## src/dtpq_pkg.sv

```systemverilog
// shared types and constants of the deferred task priority queue
package dtpq_pkg;

   localparam int NUM_TASKS   = 8;
   localparam int RANK_LEVELS = 16;
   localparam int NUM_KINDS   = 4;

   localparam int IDX_W  = $clog2(NUM_TASKS);
   localparam int LEN_W  = $clog2(NUM_TASKS + 1);
   localparam int OP_W   = 2;
   localparam int TASK_W = 3;
   localparam int KIND_W = 2;
   localparam int RANK_W = 4;
   localparam int STAT_W = 3;
   localparam int CSR_W  = 2;

   localparam logic [OP_W-1:0] OP_ENQUEUE = 2'd0;
   localparam logic [OP_W-1:0] OP_POP     = 2'd1;
   localparam logic [OP_W-1:0] OP_FINISH  = 2'd2;

   localparam logic [STAT_W-1:0] ST_DONE        = 3'd0;
   localparam logic [STAT_W-1:0] ST_NOT_IDLE    = 3'd1;
   localparam logic [STAT_W-1:0] ST_NO_HANDLER  = 3'd2;
   localparam logic [STAT_W-1:0] ST_EMPTY       = 3'd3;
   localparam logic [STAT_W-1:0] ST_NOT_RUNNING = 3'd4;

   typedef enum logic [1:0] {
      SLOT_IDLE    = 2'd0,
      SLOT_QUEUED  = 2'd1,
      SLOT_RUNNING = 2'd2
   } slot_state_type;

   typedef enum logic [2:0] {
      S_IDLE,
      S_EXEC,
      S_RANK,
      S_INSERT,
      S_CMP,
      S_POP,
      S_DONE
   } state_type;

   typedef struct packed {
      logic [OP_W-1:0]   operation;
      logic [TASK_W-1:0] task_id;
      logic [KIND_W-1:0] task_kind;
      logic              has_handler;
      logic              requeue;
   } req_type;

   typedef struct packed {
      logic [STAT_W-1:0] status;
      logic              popped_valid;
      logic [TASK_W-1:0] popped_task;
      logic [RANK_W-1:0] popped_rank;
      logic              queue_empty;
   } rsp_type;

   typedef struct packed {
      logic [IDX_W-1:0]  slot;
      logic [RANK_W-1:0] rank;
   } qent_type;

endpackage

```

## src/deferred_task_priority_queue_unit.sv

```systemverilog
// deferred task priority queue: circular order memory with sorted insert walk
//
//  channel  direction  handshake              payload
//  req      in         req_valid / req_stall  req_data   (dtpq_pkg::req_type)
//  rsp      out        rsp_valid / rsp_stall  rsp_data   (dtpq_pkg::rsp_type)
//  csr      in         csr_valid / csr_ready  csr_index, csr_wdata
//
//  one beat is worked at a time; pop takes the head entry; finish to idle and rejects
//  go to the result directly; enqueue and requeue (after a read of the stored rank)
//  walk from the tail past the queued entries of higher rank up to one of equal or
//  lower rank; one read of the order memory and one compare per entry
//  reset is synchronous; all slots come out idle, the queue empty, ranks 0 1 2 3
//  a finished result sits in the output register; a new beat is taken while it stalls
module deferred_task_priority_queue_unit (
   input  logic                          clock,
   input  logic                          reset,
   input  logic                          req_valid,
   output logic                          req_stall,
   input  dtpq_pkg::req_type             req_data,
   output logic                          rsp_valid,
   input  logic                          rsp_stall,
   output dtpq_pkg::rsp_type             rsp_data,
   input  logic                          csr_valid,
   output logic                          csr_ready,
   input  logic [dtpq_pkg::CSR_W-1:0]    csr_index,
   input  logic [dtpq_pkg::RANK_W-1:0]   csr_wdata
);
   import dtpq_pkg::*;

   localparam int SUM_W = LEN_W + 1;

   state_type         state_ff, state_in;
   req_type           req_ff, req_in;
   rsp_type           res_ff, res_in;
   rsp_type           rsp_ff, rsp_in;
   logic              rsp_valid_ff, rsp_valid_in;
   logic [LEN_W-1:0]  len_ff, len_in;
   logic [IDX_W-1:0]  head_ff, head_in;
   logic [IDX_W-1:0]  pos_ff, pos_in;
   logic [LEN_W-1:0]  cnt_ff, cnt_in;
   logic [RANK_W-1:0] new_rank_ff, new_rank_in;
   slot_state_type    slot_status_ff [NUM_TASKS];
   slot_state_type    slot_status_in [NUM_TASKS];
   logic [RANK_W-1:0] rank_reg_ff [NUM_KINDS];

   qent_type          qmem [NUM_TASKS];
   qent_type          q_rd_ff;
   logic              q_rd_en, q_wr_en;
   logic [IDX_W-1:0]  q_rd_addr, q_wr_addr;
   qent_type          q_wr_data;

   logic [RANK_W-1:0] rmem [NUM_TASKS];
   logic [RANK_W-1:0] r_rd_ff;
   logic              r_rd_en, r_wr_en;

   logic [IDX_W-1:0]  id_idx;
   logic              id_exists;
   logic [RANK_W-1:0] rank_sel, rank_sat;
   logic [SUM_W-1:0]  tail_sum;
   logic [IDX_W-1:0]  tail_idx;
   logic [IDX_W-1:0]  pos_prev;
   logic [IDX_W-1:0]  head_next;
   logic [NUM_TASKS-1:0] queued_vec;

   assign csr_ready = 1'b1;
   assign rsp_valid = rsp_valid_ff;
   assign rsp_data  = rsp_ff;

   assign id_idx    = IDX_W'(req_ff.task_id);
   assign id_exists = (32'(req_ff.task_id) < NUM_TASKS);
   assign rank_sel  = rank_reg_ff[req_ff.task_kind];
   assign rank_sat  = (32'(rank_sel) >= RANK_LEVELS) ? RANK_W'(RANK_LEVELS - 1) : rank_sel;
   assign tail_sum  = SUM_W'(head_ff) + SUM_W'(len_ff);
   assign tail_idx  = (32'(tail_sum) >= NUM_TASKS) ?
                      IDX_W'(tail_sum - SUM_W'(NUM_TASKS)) : IDX_W'(tail_sum);
   assign pos_prev  = (pos_ff == '0) ? IDX_W'(NUM_TASKS - 1) : pos_ff - 1'b1;
   assign head_next = (32'(head_ff) == NUM_TASKS - 1) ? '0 : head_ff + 1'b1;

   always_comb begin
      for (int i = 0; i < NUM_TASKS; i++) begin
         queued_vec[i] = (slot_status_ff[i] == SLOT_QUEUED);
      end
   end

   always_comb begin
      state_in       = state_ff;
      req_in         = req_ff;
      res_in         = res_ff;
      rsp_in         = rsp_ff;
      rsp_valid_in   = rsp_valid_ff & rsp_stall;
      len_in         = len_ff;
      head_in        = head_ff;
      pos_in         = pos_ff;
      cnt_in         = cnt_ff;
      new_rank_in    = new_rank_ff;
      slot_status_in = slot_status_ff;
      req_stall      = 1'b1;
      q_rd_en        = 1'b0;
      q_rd_addr      = head_ff;
      q_wr_en        = 1'b0;
      q_wr_addr      = pos_ff;
      q_wr_data      = '{slot: id_idx, rank: new_rank_ff};
      r_rd_en        = 1'b0;
      r_wr_en        = 1'b0;
      case (state_ff)
         S_IDLE: begin
            req_stall = 1'b0;
            if (req_valid) begin
               req_in   = req_data;
               state_in = S_EXEC;
            end
         end
         S_EXEC: begin
            res_in   = '0;
            pos_in   = tail_idx;
            cnt_in   = len_ff;
            state_in = S_DONE;
            case (req_ff.operation)
               OP_ENQUEUE: begin
                  if (!req_ff.has_handler) begin
                     res_in.status = ST_NO_HANDLER;
                  end else if (!id_exists || slot_status_ff[id_idx] != SLOT_IDLE) begin
                     res_in.status = ST_NOT_IDLE;
                  end else begin
                     r_wr_en                = 1'b1;
                     new_rank_in            = rank_sat;
                     slot_status_in[id_idx] = SLOT_QUEUED;
                     state_in               = S_INSERT;
                  end
               end
               OP_POP: begin
                  if (len_ff == '0) begin
                     res_in.status = ST_EMPTY;
                  end else begin
                     q_rd_en  = 1'b1;
                     state_in = S_POP;
                  end
               end
               OP_FINISH: begin
                  if (!id_exists || slot_status_ff[id_idx] != SLOT_RUNNING) begin
                     res_in.status = ST_NOT_RUNNING;
                  end else if (req_ff.requeue) begin
                     r_rd_en                = 1'b1;
                     slot_status_in[id_idx] = SLOT_QUEUED;
                     state_in               = S_RANK;
                  end else begin
                     slot_status_in[id_idx] = SLOT_IDLE;
                  end
               end
               default: begin
                  res_in.status = ST_DONE;
               end
            endcase
         end
         S_RANK: begin
            new_rank_in = r_rd_ff;
            state_in    = S_INSERT;
         end
         S_INSERT: begin
            if (cnt_ff == '0) begin
               q_wr_en  = 1'b1;
               len_in   = len_ff + 1'b1;
               state_in = S_DONE;
            end else begin
               q_rd_en   = 1'b1;
               q_rd_addr = pos_prev;
               state_in  = S_CMP;
            end
         end
         S_CMP: begin
            q_wr_en = 1'b1;
            if (q_rd_ff.rank > new_rank_ff) begin
               q_wr_data = q_rd_ff;
               pos_in    = pos_prev;
               cnt_in    = cnt_ff - 1'b1;
               state_in  = S_INSERT;
            end else begin
               len_in   = len_ff + 1'b1;
               state_in = S_DONE;
            end
         end
         S_POP: begin
            res_in.popped_valid            = 1'b1;
            res_in.popped_task             = TASK_W'(q_rd_ff.slot);
            res_in.popped_rank             = q_rd_ff.rank;
            slot_status_in[q_rd_ff.slot]   = SLOT_RUNNING;
            head_in                        = head_next;
            len_in                         = len_ff - 1'b1;
            state_in                       = S_DONE;
         end
         S_DONE: begin
            if (!rsp_valid_ff || !rsp_stall) begin
               rsp_in             = res_ff;
               rsp_in.queue_empty = (len_ff == '0);
               rsp_valid_in       = 1'b1;
               state_in           = S_IDLE;
            end
         end
         default: begin
            state_in = S_IDLE;
         end
      endcase
   end

   always_ff @(posedge clock) begin
      if (reset) begin
         state_ff       <= S_IDLE;
         rsp_valid_ff   <= 1'b0;
         len_ff         <= '0;
         head_ff        <= '0;
         for (int i = 0; i < NUM_TASKS; i++) begin
            slot_status_ff[i] <= SLOT_IDLE;
         end
         for (int k = 0; k < NUM_KINDS; k++) begin
            rank_reg_ff[k] <= RANK_W'(k);
         end
      end else begin
         state_ff       <= state_in;
         rsp_valid_ff   <= rsp_valid_in;
         len_ff         <= len_in;
         head_ff        <= head_in;
         slot_status_ff <= slot_status_in;
         if (csr_valid && csr_ready) begin
            rank_reg_ff[csr_index] <= csr_wdata;
         end
      end
   end

   always_ff @(posedge clock) begin
      req_ff      <= req_in;
      res_ff      <= res_in;
      rsp_ff      <= rsp_in;
      pos_ff      <= pos_in;
      cnt_ff      <= cnt_in;
      new_rank_ff <= new_rank_in;
   end

   // queue order memory
   always_ff @(posedge clock) begin
      if (q_wr_en) begin
         qmem[q_wr_addr] <= q_wr_data;
      end
      if (q_rd_en) begin
         q_rd_ff <= qmem[q_rd_addr];
      end
   end

   // stored rank per slot
   always_ff @(posedge clock) begin
      if (r_wr_en) begin
         rmem[id_idx] <= rank_sat;
      end
      if (r_rd_en) begin
         r_rd_ff <= rmem[id_idx];
      end
   end

`ifndef ASSERT_OFF
   a_len_bound : assert property (@(posedge clock) disable iff (reset)
      32'(len_ff) <= NUM_TASKS)
      else $error("queue length beyond slot count");

   a_len_matches_slots : assert property (@(posedge clock) disable iff (reset)
      state_ff == S_IDLE |-> $countones(queued_vec) == 32'(len_ff))
      else $error("queue length differs from queued slot count");

   a_rsp_from_done : assert property (@(posedge clock) disable iff (reset)
      $rose(rsp_valid_ff) |-> $past(state_ff == S_DONE))
      else $error("result raised outside the done state");

   a_pop_status : assert property (@(posedge clock) disable iff (reset)
      rsp_valid_ff && rsp_ff.popped_valid |-> rsp_ff.status == ST_DONE)
      else $error("popped result with error status");

   a_empty_flag : assert property (@(posedge clock) disable iff (reset)
      $rose(rsp_valid_ff) |-> rsp_ff.queue_empty == (len_ff == '0))
      else $error("empty flag disagrees with queue length");
`endif

endmodule

```

## config.mk

```make
export PLATFORM = sky130hd
export DESIGN_NAME = deferred_task_priority_queue_unit
export DESIGN_NICKNAME = d
export VERILOG_FILES = /design/src/dtpq_pkg.sv /design/src/deferred_task_priority_queue_unit.sv
export SDC_FILE = /design/constraint.sdc
export NUM_CORES = 1
export LEC_CHECK = 0
export BUFFER_PORTS_ARGS = -buffer_cell sky130_fd_sc_hd__buf_2
export CAP_MARGIN = 5
export CORE_MARGIN = 3
export CORE_UTILIZATION = 55
export CTS_BUF_LIST = sky130_fd_sc_hd__clkbuf_2
export CTS_CLUSTER_SIZE = 40
export DETAILED_ROUTE_END_ITERATION = 12
export PLACE_DENSITY = 0.76
export SKIP_CTS_REPAIR_TIMING = 1
export SLEW_MARGIN = 15
export SYNTH_ARGS = -nofsm -noshare
export SYNTH_HDL_FRONTEND = slang
export SYNTH_SLANG_ARGS = --single-unit
```

## constraint.sdc

```tcl
create_clock -name clock -period 2.7 [get_ports clock]
set_clock_uncertainty 0.2 [all_clocks]
set_input_delay 0.405 -clock clock [delete_from_list [all_inputs] [get_ports clock]]
set_output_delay 0.405 -clock clock [all_outputs]
set_load 0.01 [all_outputs]
```

==> flow_metrics.env <==
export IMPL_outcome="complete, but fails checks"
export IMPL_violations="negative setup slack"
export IMPL_tightest_slew_ps=715
export IMPL_detail_route_wl_per_cell_um=20.2
export IMPL_r2r_slack_ps=-20
export IMPL_synth_top_family_by_area="simple AND/OR/NAND/NOR gates"
export IMPL_grt_pass1_vias=5421
export IMPL_drt_initial_drc_count=654
export IMPL_path_buf_inv=1
export IMPL_ys_flop_type="edfxtp_1"
export IMPL_slew_viol_final=0
export IMPL_synthXorXnorAreaFrac_pct=0.736
export IMPL_clock_root_buffer="clkbuf_2"
export IMPL_synth_fp_nets=638
export IMPL_required_ps=2960
export IMPL_worst_setup_path_type="reg2reg"
export IMPL_synth_compound_area_share_pct=9.69
export IMPL_cts_htree_levels=4
export IMPL_crit_path_cell_trace="mux2_2, a2bb2oi_2, a311o_4, or4_4, buf_6, nor2_1"
export IMPL_cp_depth=6
export IMPL_grt_usage_pct=21.9
export IMPL_fp_dieW_um=129
export IMPL_tns_ps=-37.7
export IMPL_ios=35
export IMPL_r2r_start="id_idx[1]"
export IMPL_power_density_nw_per_um2=824
export IMPL_hp_start="req_data[6]"
export IMPL_irDropWorstVdd_mv=0.319
export IMPL_final_fill_count=1091
export IMPL_cts_buffers=17
export IMPL_p_leak_uw=0.00339
export IMPL_clock_sinks=187
export IMPL_slew_headroom_pct=52.0
export IMPL_cp_arrival_ps=2980
export IMPL_rsz0062_at_grt="yes"
export IMPL_initial_core_util_pct=56.6
export IMPL_synth_seq_area_share_pct=64.0
export IMPL_final_hold_violation_count=0
export IMPL_fin_area_um2=9560
export IMPL_synth_edf_count=158
export IMPL_start_kind="flip-flop"
export IMPL_grt_max_degree=23
export IMPL_clk_latency_ps=750
export IMPL_syn_area_per_cell_um2=13.8
export IMPL_crit_end="rmem[4][1]"
export IMPL_startpoint="id_idx[1]"
export IMPL_row_count=44
export IMPL_endpoint_kind="flip-flop"
export IMPL_ys_ff_latch=187
export IMPL_path_delay_family="simple AND/OR/NAND/NOR gates"
export IMPL_drt_vias_per_instance=5.97
export IMPL_synth_async_reset_ratio_pct=0
export IMPL_numPortBuffers=33
export IMPL_grt_pass1_wl_um=27900
export IMPL_fin_util_pct=65.1
export IMPL_seqCellArea_um2=5330
export IMPL_dpl_cell_area_um2=9030
export IMPL_synth_cell_types=66
export IMPL_dr_total_vias=5412
export IMPL_drt_pass1_iterations=5
export IMPL_critPathMaxFanout=10
export IMPL_timing_rr_end="rmem[4][1]"
export IMPL_wirelength_um=18300
export IMPL_postRouteAntennaNets=0
export IMPL_setup_viol=5
export IMPL_hpwl_um=12500
export IMPL_die_area_um2=16700
export IMPL_dieHeight_um=129
export IMPL_antenna_found_initial=1
export IMPL_hp_class="in2reg"
export IMPL_synth_cells=604
export IMPL_setup_ws_ps=-15.8
export IMPL_yosys_area_share_simple_pct=11.3
export IMPL_overflow=0
export IMPL_ys_warn_count=0
export IMPL_drive_gt1_share_pct=27.0
export IMPL_cts_tree="done"
export IMPL_post_route_min_period_ps=2720
export IMPL_syn_area_um2=8330
export IMPL_cap_violations=0
export IMPL_cp_slowest_cell="edfxtp_1"
export IMPL_clockBufferDepth=2
export IMPL_fmax_mhz=368
export IMPL_path_clk_slew_ps=260
export IMPL_cpPeakStageDelay_ps=440
export IMPL_power_uw=7880
export IMPL_areaGrowthSynthToFinish_pct=14.9
export IMPL_fin_nets=744
export IMPL_worst_r2r_path_depth=6
export IMPL_synth_fa_ha_area_share_pct=2.28
export IMPL_gp_congestion=1.01
export IMPL_coreArea_um2=14700
export IMPL_muxShareOfSynthArea_pct=8.60
export IMPL_dp_slack_ps=-11.0
export IMPL_period_share_pct=101
export IMPL_multi_input_area_um2=2790
export IMPL_drc=0
layout make-up:
| class | instances | share of cell area (%) |
|---|---|---|
| Sequential cell | 187 | 55.7 |
| Multi-Input combinational cell | 359 | 29.2 |
| Timing Repair Buffer | 115 | 9.42 |
| Tap cell | 184 | 2.41 |
| Clock inverter | 12 | 1.19 |
| Inverter | 30 | 1.18 |
| Clock buffer | 18 | 0.942 |
| Antenna cell | 1 | 0.0262 |
cell families after synthesis:
logic type               count (synthesis)
other                                    1
flip-flops                             187
XOR/XNOR                                 7
buffers and inverters                   58
AO/OA/AOI/OAI                          106
adder cells (fa/ha/maj)                 14
AND/OR/NAND/NOR                        185
multiplexers                            46
registers in the layout (all words and copies together), names as in the netlist, named ones only:
name	flops
qmem	56
rmem	32
rank_reg_ff	16
rsp_data	12
res_ff	11
slot_status_ff	8
q_rd_ff	7
req_ff	6
cnt_ff	4
len_ff	4
new_rank_ff	4
r_rd_ff	4
head_ff	3
id_idx	3
pos_ff	3
state_ff	3
rsp_valid	1
synthesized netlist by cell type (12+ instances only):
| cell | n | area (µm²) |
|---|---|---|
| dfxtp_1 | 29 | 581 |
| edfxtp_1 | 158 | 4740 |
| mux2_2 | 21 | 236 |
| mux4_2 | 18 | 405 |
| inv_1 | 30 | 113 |
| nand2_1 | 47 | 176 |
| ha_1 | 12 | 150 |
| a21oi_1 | 34 | 170 |
| nor2_1 | 43 | 161 |
| clkbuf_1 | 13 | 48.8 |
| nor3_1 | 12 | 60.1 |
| and2_1 | 20 | 125 |
| nand3_1 | 12 | 60.1 |
how the worst min path moves through the flow:
stage | end | slack (ps) | cells past startpoint
global placement | rsp_data[10] | 200 | 0
floorplan | rsp_data[10] | 200 | 0
CTS | id_idx[2] | -470 | 1
global route | id_idx[2] | 90 | 2
detailed placement | rsp_data[9] | 210 | 0
finish | id_idx[2] | 150 | 2
per-stage QoR:
stage	std cells	hold WS (ps)
after floorplan	604	200
after global placement	849	204
after detailed placement	849	209
after CTS	879	-468
after global routing	906	91.5
final	906	154
where the power goes:
group | total (µW) | internal, µW | switching [µW]
clock | 1280 | 340 | 945
combinational | 2590 | 1090 | 1500
sequential | 4010 | 3770 | 238
total | 7880 | 5200 | 2680
cells in the final DEF (no fill, tap or decap), types with 3 or more instances in the layout:
cell           count
nor2_1            41
clkbuf_2          18
o21ai_0           10
nand3_1           12
mux2_2            21
edfxtp_1         158
mux2i_1            6
dfxtp_1           29
a222oi_1           3
or2_2              5
buf_12             3
ha_1              10
o311a_2            5
buf_4             53
xnor2_1            6
inv_6              4
a22oi_1            9
nand4_1            4
inv_1             30
dlygate4sd3_1     23
a22o_1             7
and2_1            20
nand3b_1           3
nor2b_1            6
nor3b_1            5
nand2b_1           9
a221oi_1          10
o21bai_1           3
a21oi_1           34
nand2_1           47
mux4_2            18
nor3_1            11
buf_2             33
layer usage:
metal / share of wire [%] / track usage [%] / routed length (µm) / vias up
li1: - / - / - / 2501
met1: 41 / 28.5 / 7460 / 2663
met2: 51 / 36.1 / 9400 / 209
met3: 5.6 / 5.03 / 1020 / 39
met4: 2.5 / 8.96 / 453 / 0
met5: 0 / 0 / 0 / -
(Power assumes the default switching activity.)
